<file path="config.mk">
export PLATFORM = sky130hd
export DESIGN_NAME = key_matrix_report_builder_top
export DESIGN_NICKNAME = d
export VERILOG_FILES = /design/src/design/kmrb_pkg.sv /design/src/design/kmrb_key_store.sv /design/src/design/key_matrix_report_builder_top.sv
export SDC_FILE = /design/constraint.sdc
export NUM_CORES = 2
export LEC_CHECK = 0
export ABC_AREA = 1
export BUFFER_PORTS_ARGS = -buffer_cell sky130_fd_sc_hd__buf_2
export CAP_MARGIN = 25
export CORE_UTILIZATION = 55
export CTS_CLUSTER_DIAMETER = 200
export DETAILED_ROUTE_END_ITERATION = 8
export PLACE_DENSITY_LB_ADDON = 0.15
export SYNTH_ARGS = -nofsm -noshare
export SYNTH_HDL_FRONTEND = slang
export SYNTH_HIERARCHICAL = 1
export SYNTH_SLANG_ARGS = --single-unit
</file>
<file path="constraint.sdc">
create_clock -name clock -period 11.78 [get_ports clock]
set_clock_uncertainty 0.05 [all_clocks]
set_input_delay 0 -clock clock [delete_from_list [all_inputs] [get_ports clock]]
set_output_delay 0 -clock clock [all_outputs]
set_load 0.05 [all_outputs]
</file>
<file path="src/design/kmrb_pkg.sv">
// Shared types and constants for the key matrix report builder.
// No dependencies; used by kmrb_key_store and key_matrix_report_builder_top.
package kmrb_pkg;

   localparam int REPORT_SLOTS = 6;
   localparam int KEY_IDX_W    = 6;
   localparam int CODE_W       = 8;
   localparam int CNT_W        = 4;

   typedef enum logic {
      OP_SCAN        = 1'b0,
      OP_TABLE_WRITE = 1'b1
   } kmrb_op_type;

   typedef enum logic {
      REG_RELEASE_SCANS = 1'b0,
      REG_RESET_CODE    = 1'b1
   } kmrb_reg_type;

   typedef enum logic [1:0] {
      ST_IDLE,
      ST_WALK,
      ST_FLUSH
   } kmrb_state_type;

   // Key table entry; bit order matches normal code in the low byte.
   typedef struct packed {
      logic              is_layer_key;
      logic              is_modifier;
      logic [CODE_W-1:0] alternate_code;
      logic [CODE_W-1:0] normal_code;
   } kmrb_entry_type;

   typedef struct packed {
      logic                 tbl_we;
      logic [KEY_IDX_W-1:0] tbl_addr;
      kmrb_entry_type       tbl_data;
      logic                 rd_en;
      logic [KEY_IDX_W-1:0] rd_addr;
      logic                 cnt_we;
      logic [KEY_IDX_W-1:0] cnt_addr;
      logic [CNT_W-1:0]     cnt_data;
   } kmrb_store_cmd_type;

   typedef struct packed {
      logic [CODE_W-1:0]                   modifier;
      logic [REPORT_SLOTS-1:0][CODE_W-1:0] codes;
      logic                                boot;
   } kmrb_report_type;

endpackage

</file>
<file path="src/design/kmrb_key_store.sv">
// Per-key storage: key table memory and release countdown memory.
// Depends on kmrb_pkg. Countdown entries read as zero until first written.
module kmrb_key_store #(
   parameter int NUM_KEYS = 64
) (
   input  logic                         clock,
   input  logic                         reset,
   input  kmrb_pkg::kmrb_store_cmd_type cmd,
   output kmrb_pkg::kmrb_entry_type     tbl_q,
   output logic [kmrb_pkg::CNT_W-1:0]   cnt_q
);
   import kmrb_pkg::*;

   localparam int KEY_W = (NUM_KEYS > 1) ? $clog2(NUM_KEYS) : 1;

   kmrb_entry_type   tbl_mem [NUM_KEYS];
   logic [CNT_W-1:0] cnt_mem [NUM_KEYS];
   logic [NUM_KEYS-1:0] cnt_vld_ff;
   kmrb_entry_type   tbl_q_ff;
   logic [CNT_W-1:0] cnt_q_ff;

   always_ff @(posedge clock) begin
      if (cmd.tbl_we) begin
         tbl_mem[cmd.tbl_addr[KEY_W-1:0]] <= cmd.tbl_data;
      end
      if (cmd.cnt_we) begin
         cnt_mem[cmd.cnt_addr[KEY_W-1:0]] <= cmd.cnt_data;
      end
      if (cmd.rd_en) begin
         tbl_q_ff <= tbl_mem[cmd.rd_addr[KEY_W-1:0]];
         cnt_q_ff <= cnt_vld_ff[cmd.rd_addr[KEY_W-1:0]] ?
                     cnt_mem[cmd.rd_addr[KEY_W-1:0]] : '0;
      end
   end

   // one valid bit per countdown entry stands in for a clearing pass
   always_ff @(posedge clock) begin
      if (reset) begin
         cnt_vld_ff <= '0;
      end else if (cmd.cnt_we) begin
         cnt_vld_ff[cmd.cnt_addr[KEY_W-1:0]] <= 1'b1;
      end
   end

   assign tbl_q = tbl_q_ff;
   assign cnt_q = cnt_q_ff;

endmodule

</file>
<file path="src/design/key_matrix_report_builder_top.sv">
// Keyboard report builder top level: six-slot report with release countdown.
// Scan: keys are walked one per cycle through the key store read port, except while
// the walk holds because a new report waits for the result side to take the held one.
// Up to NUM_KEYS reports per scan, the last marked.
// Synchronous reset clears slots, modifiers, pressed history and countdowns;
// the key table is undefined until written.
module key_matrix_report_builder_top #(
   parameter int NUM_KEYS  = 64,
   parameter int NUM_SLOTS = 6
) (
   input  logic        clock,
   input  logic        reset,
   input  logic        req_valid,
   output logic        req_stall,
   input  logic        req_opcode,
   input  logic [63:0] req_scan_bits,
   input  logic [5:0]  req_entry_key,
   input  logic [7:0]  req_normal_code,
   input  logic [7:0]  req_alternate_code,
   input  logic        req_is_modifier,
   input  logic        req_is_layer_key,
   output logic        rsp_valid,
   input  logic        rsp_stall,
   output logic [7:0]  rsp_modifier_bits,
   output logic [7:0]  rsp_slot_code_0,
   output logic [7:0]  rsp_slot_code_1,
   output logic [7:0]  rsp_slot_code_2,
   output logic [7:0]  rsp_slot_code_3,
   output logic [7:0]  rsp_slot_code_4,
   output logic [7:0]  rsp_slot_code_5,
   output logic        rsp_boot_request,
   output logic        rsp_last_report,
   input  logic        csr_psel,
   input  logic        csr_penable,
   input  logic        csr_pwrite,
   input  logic [2:0]  csr_paddr,
   input  logic [31:0] csr_pwdata,
   output logic [31:0] csr_prdata,
   output logic        csr_pready
);
   import kmrb_pkg::*;

   localparam int KEY_W  = (NUM_KEYS > 1) ? $clog2(NUM_KEYS) : 1;
   localparam int ITER_W = $clog2(NUM_KEYS + 1);

   // configuration
   logic [CNT_W-1:0]  rel_scans_ff;
   logic [CODE_W-1:0] reset_code_ff;

   kmrb_state_type state_ff, state_in;
   logic [ITER_W-1:0] iss_ff, iss_in;
   logic              p_vld_ff, p_vld_in;
   logic [KEY_W-1:0]  p_key_ff, p_key_in;
   logic [NUM_KEYS-1:0] now_ff, now_in;
   logic [NUM_KEYS-1:0] prev_ff, prev_in;
   logic [NUM_KEYS-1:0] layer_ff, layer_in;
   logic              shift_ff, shift_in;
   logic [CODE_W-1:0] mod_ff, mod_in;
   logic [REPORT_SLOTS-1:0]                 slot_valid_ff, slot_valid_in;
   logic [REPORT_SLOTS-1:0][KEY_IDX_W-1:0]  slot_owner_ff, slot_owner_in;
   logic [REPORT_SLOTS-1:0][CODE_W-1:0]     slot_code_ff, slot_code_in;
   kmrb_report_type   pend_ff, pend_in;
   logic              pend_vld_ff, pend_vld_in;
   kmrb_report_type   out_ff, out_in;
   logic              out_last_ff, out_last_in;
   logic              rsp_valid_ff, rsp_valid_in;

   kmrb_store_cmd_type cmd;
   kmrb_entry_type     tbl_q;
   logic [CNT_W-1:0]   cnt_q;

   logic              down, was, is_press, is_rel, is_removal, emit;
   logic              out_free, advance, can_issue, key_ok;
   logic [CODE_W-1:0] code;
   logic [KEY_IDX_W-1:0] key6;

   kmrb_key_store #(
      .NUM_KEYS (NUM_KEYS)
   ) u_store (
      .clock (clock),
      .reset (reset),
      .cmd   (cmd),
      .tbl_q (tbl_q),
      .cnt_q (cnt_q)
   );

   // ---------------------------------------------------------------- config
   assign csr_pready = 1'b1;

   always_ff @(posedge clock) begin
      if (reset) begin
         rel_scans_ff  <= CNT_W'(7);
         reset_code_ff <= '0;
      end else if (csr_psel && csr_penable && csr_pwrite && csr_pready) begin
         unique case (kmrb_reg_type'(csr_paddr[2]))
            REG_RELEASE_SCANS: rel_scans_ff  <= csr_pwdata[CNT_W-1:0];
            REG_RESET_CODE:    reset_code_ff <= csr_pwdata[CODE_W-1:0];
            default: ;
         endcase
      end
   end

   always_comb begin
      unique case (kmrb_reg_type'(csr_paddr[2]))
         REG_RELEASE_SCANS: csr_prdata = {{(32-CNT_W){1'b0}}, rel_scans_ff};
         REG_RESET_CODE:    csr_prdata = {{(32-CODE_W){1'b0}}, reset_code_ff};
         default:           csr_prdata = '0;
      endcase
   end

   // ------------------------------------------------------- key evaluation
   assign key6       = KEY_IDX_W'(p_key_ff);
   assign down       = now_ff[p_key_ff];
   assign was        = prev_ff[p_key_ff];
   assign code       = shift_ff ? tbl_q.alternate_code : tbl_q.normal_code;
   assign is_press   = down && !was;
   assign is_rel     = !down && was;
   assign is_removal = !is_press && !is_rel && (cnt_q == CNT_W'(1));
   assign emit       = p_vld_ff && (is_press || is_removal);
   assign out_free   = !rsp_valid_ff || !rsp_stall;
   // a new report needs the held one moved to the output register first
   assign advance    = !(emit && pend_vld_ff && !out_free);
   assign can_issue  = iss_ff < ITER_W'(NUM_KEYS);
   assign key_ok     = {1'b0, req_entry_key} < 7'(NUM_KEYS);
   assign req_stall  = (state_ff != ST_IDLE);

   always_comb begin
      logic held;
      logic found;
      logic boot;

      held          = 1'b0;
      found         = 1'b0;
      boot          = 1'b0;
      state_in      = state_ff;
      iss_in        = iss_ff;
      p_vld_in      = p_vld_ff;
      p_key_in      = p_key_ff;
      now_in        = now_ff;
      prev_in       = prev_ff;
      layer_in      = layer_ff;
      shift_in      = shift_ff;
      mod_in        = mod_ff;
      slot_valid_in = slot_valid_ff;
      slot_owner_in = slot_owner_ff;
      slot_code_in  = slot_code_ff;
      pend_in       = pend_ff;
      pend_vld_in   = pend_vld_ff;
      out_in        = out_ff;
      out_last_in   = out_last_ff;
      rsp_valid_in  = rsp_valid_ff && rsp_stall;
      cmd           = '0;

      unique case (state_ff)
         ST_IDLE: begin
            if (req_valid) begin
               if (kmrb_op_type'(req_opcode) == OP_TABLE_WRITE) begin
                  if (key_ok) begin
                     cmd.tbl_we   = 1'b1;
                     cmd.tbl_addr = req_entry_key;
                     cmd.tbl_data = '{is_layer_key:   req_is_layer_key,
                                      is_modifier:    req_is_modifier,
                                      alternate_code: req_alternate_code,
                                      normal_code:    req_normal_code};
                     layer_in[req_entry_key[KEY_W-1:0]] = req_is_layer_key;
                  end
               end else begin
                  now_in   = req_scan_bits[NUM_KEYS-1:0];
                  shift_in = |(req_scan_bits[NUM_KEYS-1:0] & layer_ff);
                  iss_in   = '0;
                  p_vld_in = 1'b0;
                  state_in = ST_WALK;
               end
            end
         end

         ST_WALK: begin
            if (advance) begin
               if (can_issue) begin
                  cmd.rd_en   = 1'b1;
                  cmd.rd_addr = KEY_IDX_W'(iss_ff[KEY_W-1:0]);
                  p_vld_in    = 1'b1;
                  p_key_in    = iss_ff[KEY_W-1:0];
                  iss_in      = iss_ff + ITER_W'(1);
               end else begin
                  p_vld_in = 1'b0;
                  prev_in  = now_ff;
                  state_in = ST_FLUSH;
               end

               if (p_vld_ff) begin
                  cmd.cnt_addr = key6;
                  if (is_press) begin
                     cmd.cnt_we   = 1'b1;
                     cmd.cnt_data = '0;
                     if (reset_code_ff != '0 && code == reset_code_ff) begin
                        boot = 1'b1;
                     end else if (tbl_q.is_modifier) begin
                        mod_in = mod_ff | code;
                     end else begin
                        for (int s = 0; s < NUM_SLOTS; s++) begin
                           if (slot_valid_ff[s] && slot_owner_ff[s] == key6) begin
                              held = 1'b1;
                           end
                        end
                        if (!held) begin
                           for (int s = 0; s < NUM_SLOTS; s++) begin
                              if (!found && !slot_valid_ff[s]) begin
                                 found            = 1'b1;
                                 slot_valid_in[s] = 1'b1;
                                 slot_owner_in[s] = key6;
                                 slot_code_in[s]  = code;
                              end
                           end
                        end
                     end
                  end else if (is_rel) begin
                     cmd.cnt_we   = 1'b1;
                     cmd.cnt_data = (rel_scans_ff == '0) ? CNT_W'(1) : rel_scans_ff;
                  end else if (cnt_q != '0) begin
                     cmd.cnt_we   = 1'b1;
                     cmd.cnt_data = cnt_q - CNT_W'(1);
                     if (is_removal) begin
                        if (tbl_q.is_modifier) begin
                           mod_in = mod_ff & ~code;
                        end else begin
                           for (int s = 0; s < NUM_SLOTS; s++) begin
                              if (!found && slot_valid_ff[s] &&
                                  slot_owner_ff[s] == key6) begin
                                 found            = 1'b1;
                                 slot_valid_in[s] = 1'b0;
                                 slot_owner_in[s] = '0;
                                 slot_code_in[s]  = '0;
                              end
                           end
                        end
                     end
                  end

                  if (emit) begin
                     pend_vld_in      = 1'b1;
                     pend_in.modifier = mod_in;
                     pend_in.boot     = boot;
                     for (int s = 0; s < REPORT_SLOTS; s++) begin
                        pend_in.codes[s] = slot_valid_in[s] ? slot_code_in[s] : '0;
                     end
                     if (pend_vld_ff) begin
                        out_in       = pend_ff;
                        out_last_in  = 1'b0;
                        rsp_valid_in = 1'b1;
                     end
                  end
               end
            end
         end

         ST_FLUSH: begin
            // the report still held is the last one of this scan
            if (!pend_vld_ff) begin
               state_in = ST_IDLE;
            end else if (out_free) begin
               out_in       = pend_ff;
               out_last_in  = 1'b1;
               rsp_valid_in = 1'b1;
               pend_vld_in  = 1'b0;
               state_in     = ST_IDLE;
            end
         end

         default: begin
            state_in = ST_IDLE;
         end
      endcase
   end

   // ------------------------------------------------------------ registers
   always_ff @(posedge clock) begin
      if (reset) begin
         state_ff      <= ST_IDLE;
         iss_ff        <= '0;
         p_vld_ff      <= 1'b0;
         prev_ff       <= '0;
         mod_ff        <= '0;
         slot_valid_ff <= '0;
         slot_owner_ff <= '0;
         slot_code_ff  <= '0;
         pend_vld_ff   <= 1'b0;
         rsp_valid_ff  <= 1'b0;
      end else begin
         state_ff      <= state_in;
         iss_ff        <= iss_in;
         p_vld_ff      <= p_vld_in;
         prev_ff       <= prev_in;
         mod_ff        <= mod_in;
         slot_valid_ff <= slot_valid_in;
         slot_owner_ff <= slot_owner_in;
         slot_code_ff  <= slot_code_in;
         pend_vld_ff   <= pend_vld_in;
         rsp_valid_ff  <= rsp_valid_in;
      end
   end

   always_ff @(posedge clock) begin
      p_key_ff    <= p_key_in;
      now_ff      <= now_in;
      layer_ff    <= layer_in;
      shift_ff    <= shift_in;
      pend_ff     <= pend_in;
      out_ff      <= out_in;
      out_last_ff <= out_last_in;
   end

   // -------------------------------------------------------------- outputs
   assign rsp_valid         = rsp_valid_ff;
   assign rsp_modifier_bits = out_ff.modifier;
   assign rsp_slot_code_0   = out_ff.codes[0];
   assign rsp_slot_code_1   = out_ff.codes[1];
   assign rsp_slot_code_2   = out_ff.codes[2];
   assign rsp_slot_code_3   = out_ff.codes[3];
   assign rsp_slot_code_4   = out_ff.codes[4];
   assign rsp_slot_code_5   = out_ff.codes[5];
   assign rsp_boot_request  = out_ff.boot;
   assign rsp_last_report   = out_last_ff;

endmodule
</file>
=== Word level (Yosys, flattened, before mapping) ===
Memories as Yosys holds them, arrays and structs flattened. A register that Yosys moved wholly into a read port is not among the register bits.
Cells that the tools add are included.

* Order comparisons: 7
* Reduce and logical (&&, ||, !) cells: 94
* Equal/unequal tests: 30
* $add $sub $neg: 2
* Bitwise logic cells: 10
* Mux-type cells: 241

{| class="wikitable"
|+ Operators by type and width
! kind !! count
|-
| $mux W48 || 8
|-
| $mux W57 || 6
|-
| $mux W36 || 8
|-
| $mux W8 || 20
|-
| $mux W1 || 141
|-
| $mux W6 || 23
|-
| $pmux W57 S2 || 1
|-
| $mux W25 || 3
|-
| $reduce_and A11 Y1 || 6
|-
| $and A64 B64 Y64 || 1
|-
| $bwmux W64 || 1
|-
| $or A64 B64 Y64 || 1
|-
| $pmux W32 S2 || 1
|-
| $reduce_or A64 Y1 || 1
|-
| $eq A6 B6 Y1 || 6
|-
| $mux W18 || 2
|-
| $mux W7 || 5
|-
| $logic_and A1 B1 Y1 || 34
|-
| $lt A6 B7 Y1 const B || 4
|-
| $ne A2 B2 Y1 const B || 14
|-
| $logic_not A1 Y1 || 23
|-
| $reduce_bool A2 Y1 || 11
|-
| $bmux W1 S6 || 3
|-
| $mux W4 || 4
|-
| other kinds (30) || 57
|}

* Bits of input ports: 131
* Output and inout port bits: 93
* Memory bits (writable): 1408
* Flip-flop bits (word level): 500
* Memories kept: 2

{| class="wikitable"
|+ Memories
! memory !! words !! width !! rd ports !! clocked after memory_dff !! wr ports !! RTL line !! RTL
|-
| u_store.tbl_mem || 64 || 18 || 1 || 1 || 1 || kmrb_key_store.sv:16 || <nowiki>kmrb_entry_type tbl_mem [NUM_KEYS];</nowiki>
|-
| u_store.cnt_mem || 64 || 4 || 1 || 1 || 1 || kmrb_key_store.sv:17 || <nowiki>logic [CNT_W-1:0] cnt_mem [NUM_KEYS];</nowiki>
|}

=== Longest topological paths before layout ===
* Depth after elaboration: 74
* Gate-level depth with buffers: 34

=== Hierarchy ===
Netlist, hierarchy kept.

{| class="wikitable"
|+ Modules (own cells, without submodules)
! module !! cells an instance !! instances !! seq. area each (µm²) !! area an instance (µm²)
|-
| kmrb_key_store || 5146 || 1 || 44222.4 || 60456.7
|-
| key_matrix_report_builder_top || 2440 || 1 || 11230.8 || 20294.5
|}

=== Worst setup path after synthesis ===
Ideal clock, no wire load.

* Path type: register to register
* Start: register p_key_ff[0] (netlist: key6[0])
* End: memory u_store.cnt_mem[0][1], data pin
* Arrival time: 8264 ps
* Stages on the path, launching flop included: 17
* Slack: 2179 ps
* Required time: 10443 ps
* Path through: edfxtp_1 buf_2 inv_2 buf_2 clkbuf_1 nor2_1 o22ai_1 nor2_1 o311ai_0 nand3_1 nand2_1 inv_1 ha_1 clkbuf_1 clkbuf_1 clkbuf_1 a2111oi_0

{| class="wikitable"
|+ RTL lines
! item !! RTL line !! RTL
|-
| start, declared || key_matrix_report_builder_top.sv:53 || <nowiki>logic [KEY_W-1:0] p_key_ff, p_key_in;</nowiki>
|-
| start signal, assigned || key_matrix_report_builder_top.sv:304 || <nowiki>p_key_ff <= p_key_in;</nowiki>
|-
| end, declared || kmrb_key_store.sv:17 ||
|}

==> flow_summary_export.csv <==
group,metric,value,unit
run_status,status,"complete, no violations",
layout,final_nets,7774,
sta,slew_viol_final,0,
global_route,track_usage,28.4,%
detailed_routing,antenna_left,0,
clock_tree,cts_resized,0,
pwr,peakVddDrop,135,uV
place,globalplace.congestion,0.880,
setup_path,cp-startpoint,"key6[0]",
layout,fin_util,62.4,%
sta,fmax,126,MHz
worst_hold_path,min_to,"reset_code_ff[1]",
flow_run,maxCapViolations,0,
sta,fin_crit_sh,67.4,%
global_route,grt_remaining_overflow,0,
detailed_routing,drt_iter0_drc,6439,
worst_hold_path,min_path_cells,4,
floorplan,fp.dieH,379,um
sta,whs,89.2,ps
setup_path,ff2ff_path_depth,29,
setup_path,worst-setup-path-type,"reg -> reg",
worst_hold_path,holdCritStartpoint,"csr_pwdata[1]",
setup_path,rrSetupSlack,3840,ps
sta,slew_headroom,25.4,%
yosys,yosysWarnings,6,
floorplan,dieArea,144000,um^2
layout,multi_input_area,21100,um^2
worst_hold_path,hold_path.class,"in -> reg",
setup_path,critPathArrivalTime,8400,ps
sta,setup_viol,0,
sta,setup_ws,3840,ps
place,dpl_worst_slack,3120,ps
setup_path,r2r_start,"key6[0]",
clock_tree,hold_buffers,187,
layout,seq_area,53500,um^2
setup_path,critPathLaunchType,"flip-flop",
clock_tree,cts_tree,"built",
floorplan,placementRows,138,
floorplan,io_pins,224,
place,place_area,80400,um^2
clock_tree,cts_made_buffers,187,
pwr,sw_frac_of_total,25.4,%
setup_path,critPathMaxFanout,90,
detailed_routing,via_per_inst,5.76,
yosys,synthesis.instances,7392,
sta,tns,0,ps
global_route,grt_pass1_vias,52100,
clock_tree,cts_sinks,1865,
setup_path,path_common_cell,"nand2_1",
pwr,comb_power_share,11.2,%
floorplan,chipWidth,379,um
detailed_routing,route.vias.total,55700,
global_route,antenna_found_initial,6,
pwr,p_switching,3.76,mW
setup_path,cp-end-kind,"flip-flop",
pwr,clockPowerShare,38.5,%
pwr,powerDensity,168,nW/um^2
pwr,p_total,14.8,mW
setup_path,rr_endpoint,"u_store/tbl_q[3]",
sta,fin_crit,7940,ps
clock_tree,root_buffer,"clkbuf_16",
yosys,avgSynthCellArea,10.6,um^2
place,port_buffers,172,
layout,drive_above_1_share,8.51,%
yosys,syn_area,78200,um^2
layout,layout_commonest_cell,"nand2_1",
place,hpwl,114000,um
sta,worst_pin_slew,1120,ps
layout,nFillCells,11000,
clock_tree,clkTransAtPathRegs,60,ps
sta,rsz0062_at_grt,"no",
layout,finish.instance_area,88200,um^2
setup_path,crit_required,12240,ps
clock_tree,htreeDepth,4,
pwr,pwr-share-seq,50.3,%
clock_tree,clk_latency,800,ps
floorplan,start_util,55.3,%
detailed_routing,routedWlPerCell,21.3,um
clock_tree,cts_buffer_depth,3,
layout,area_delta_synth_final,12.8,%
detailed_routing,drc_errors,0,
place,post-place-cells,9146,
setup_path,crit_path_max_incr_delay,740,ps
clock_tree,cts_setup_buffers,0,
detailed_routing,drt_wl_total,206000,um
setup_path,slowest_stage,"buf_4",
sta,hold_viol,0,
detailed_routing,first_pass_iters,5,
floorplan,core-area,141000,um^2
pwr,internal-power,11.0,mW
pwr,p_leak,32.2,nW
global_route,grt_pass1_wl,310000,um
layout,layout_common_cells,"nand2_1 (1699), edfxtp_1 (1615), nand3_1 (969)",
global_route,grt_start_max_net_pins,210,
layout,instances_no_fill,9683,
==> worst max-delay path: cells and delay by family, from the launching register on <==
kind                       cells  cell delay, ps
AOI/OAI and AO/OA              4             980
adders and majority gates      1             190
buffers and inverters         10            3450
DFF                            1             360
and+or+nand+nor               14            2480
==> sequential cells by signal, summed over array words and instances (netlist names), 17 cells and up <==
| register | count |
|---|---|
| layer_ff | 64 |
| pend_ff | 57 |
| slot_code_ff | 48 |
| u_store/cnt_mem | 256 |
| slot_owner_ff | 36 |
| now_ff | 64 |
| u_store/cnt_vld_ff | 64 |
| prev_ff | 64 |
| u_store/tbl_mem | 1088 |
| u_store/tbl_q | 17 |
==> power groups by stage <==
stage                     logic (mW)  registers [mW]  clock network [mW]
after floorplan                 1.02            7.64                   0
after global placement          1.55            7.58                   0
after detailed placement        1.58            7.59                   0
after CTS                       1.63            7.45                5.76
after global routing            1.81            7.46                6.03
final                           1.66            7.45                5.69
==> metal layers <==
| layer | share of wire (%) | track usage, % |
|---|---|---|
| met4 | 4.0 | 11.3 |
| met1 | 40 | 37.5 |
| met3 | 7.6 | 4.86 |
| met5 | 0.013 | 0.206 |
| met2 | 49 | 46.6 |
==> final cells by class <==
cell class	count	area share, %
clock inverter	76	0.733
tap	1890	2.68
antenna	3	0.00851
clock buffer	266	5.86
multi-input combinational	4701	23.9
timing repair buffer	497	4.51
inverter	385	1.69
sequential	1865	60.6
==> worst max path at each step <==
stage | to | slack (ps)
after floorplan | u_store/cnt_mem[0][1] | 2180
after global placement | u_store/tbl_q[10] | 3170
after detailed placement | u_store/tbl_q[10] | 3120
after CTS | u_store/tbl_q[10] | 3060
after global routing | u_store/tbl_q[1] | 3330
final | u_store/tbl_q[3] | 3840
Note: power is estimated with default switching activity, not from simulation.
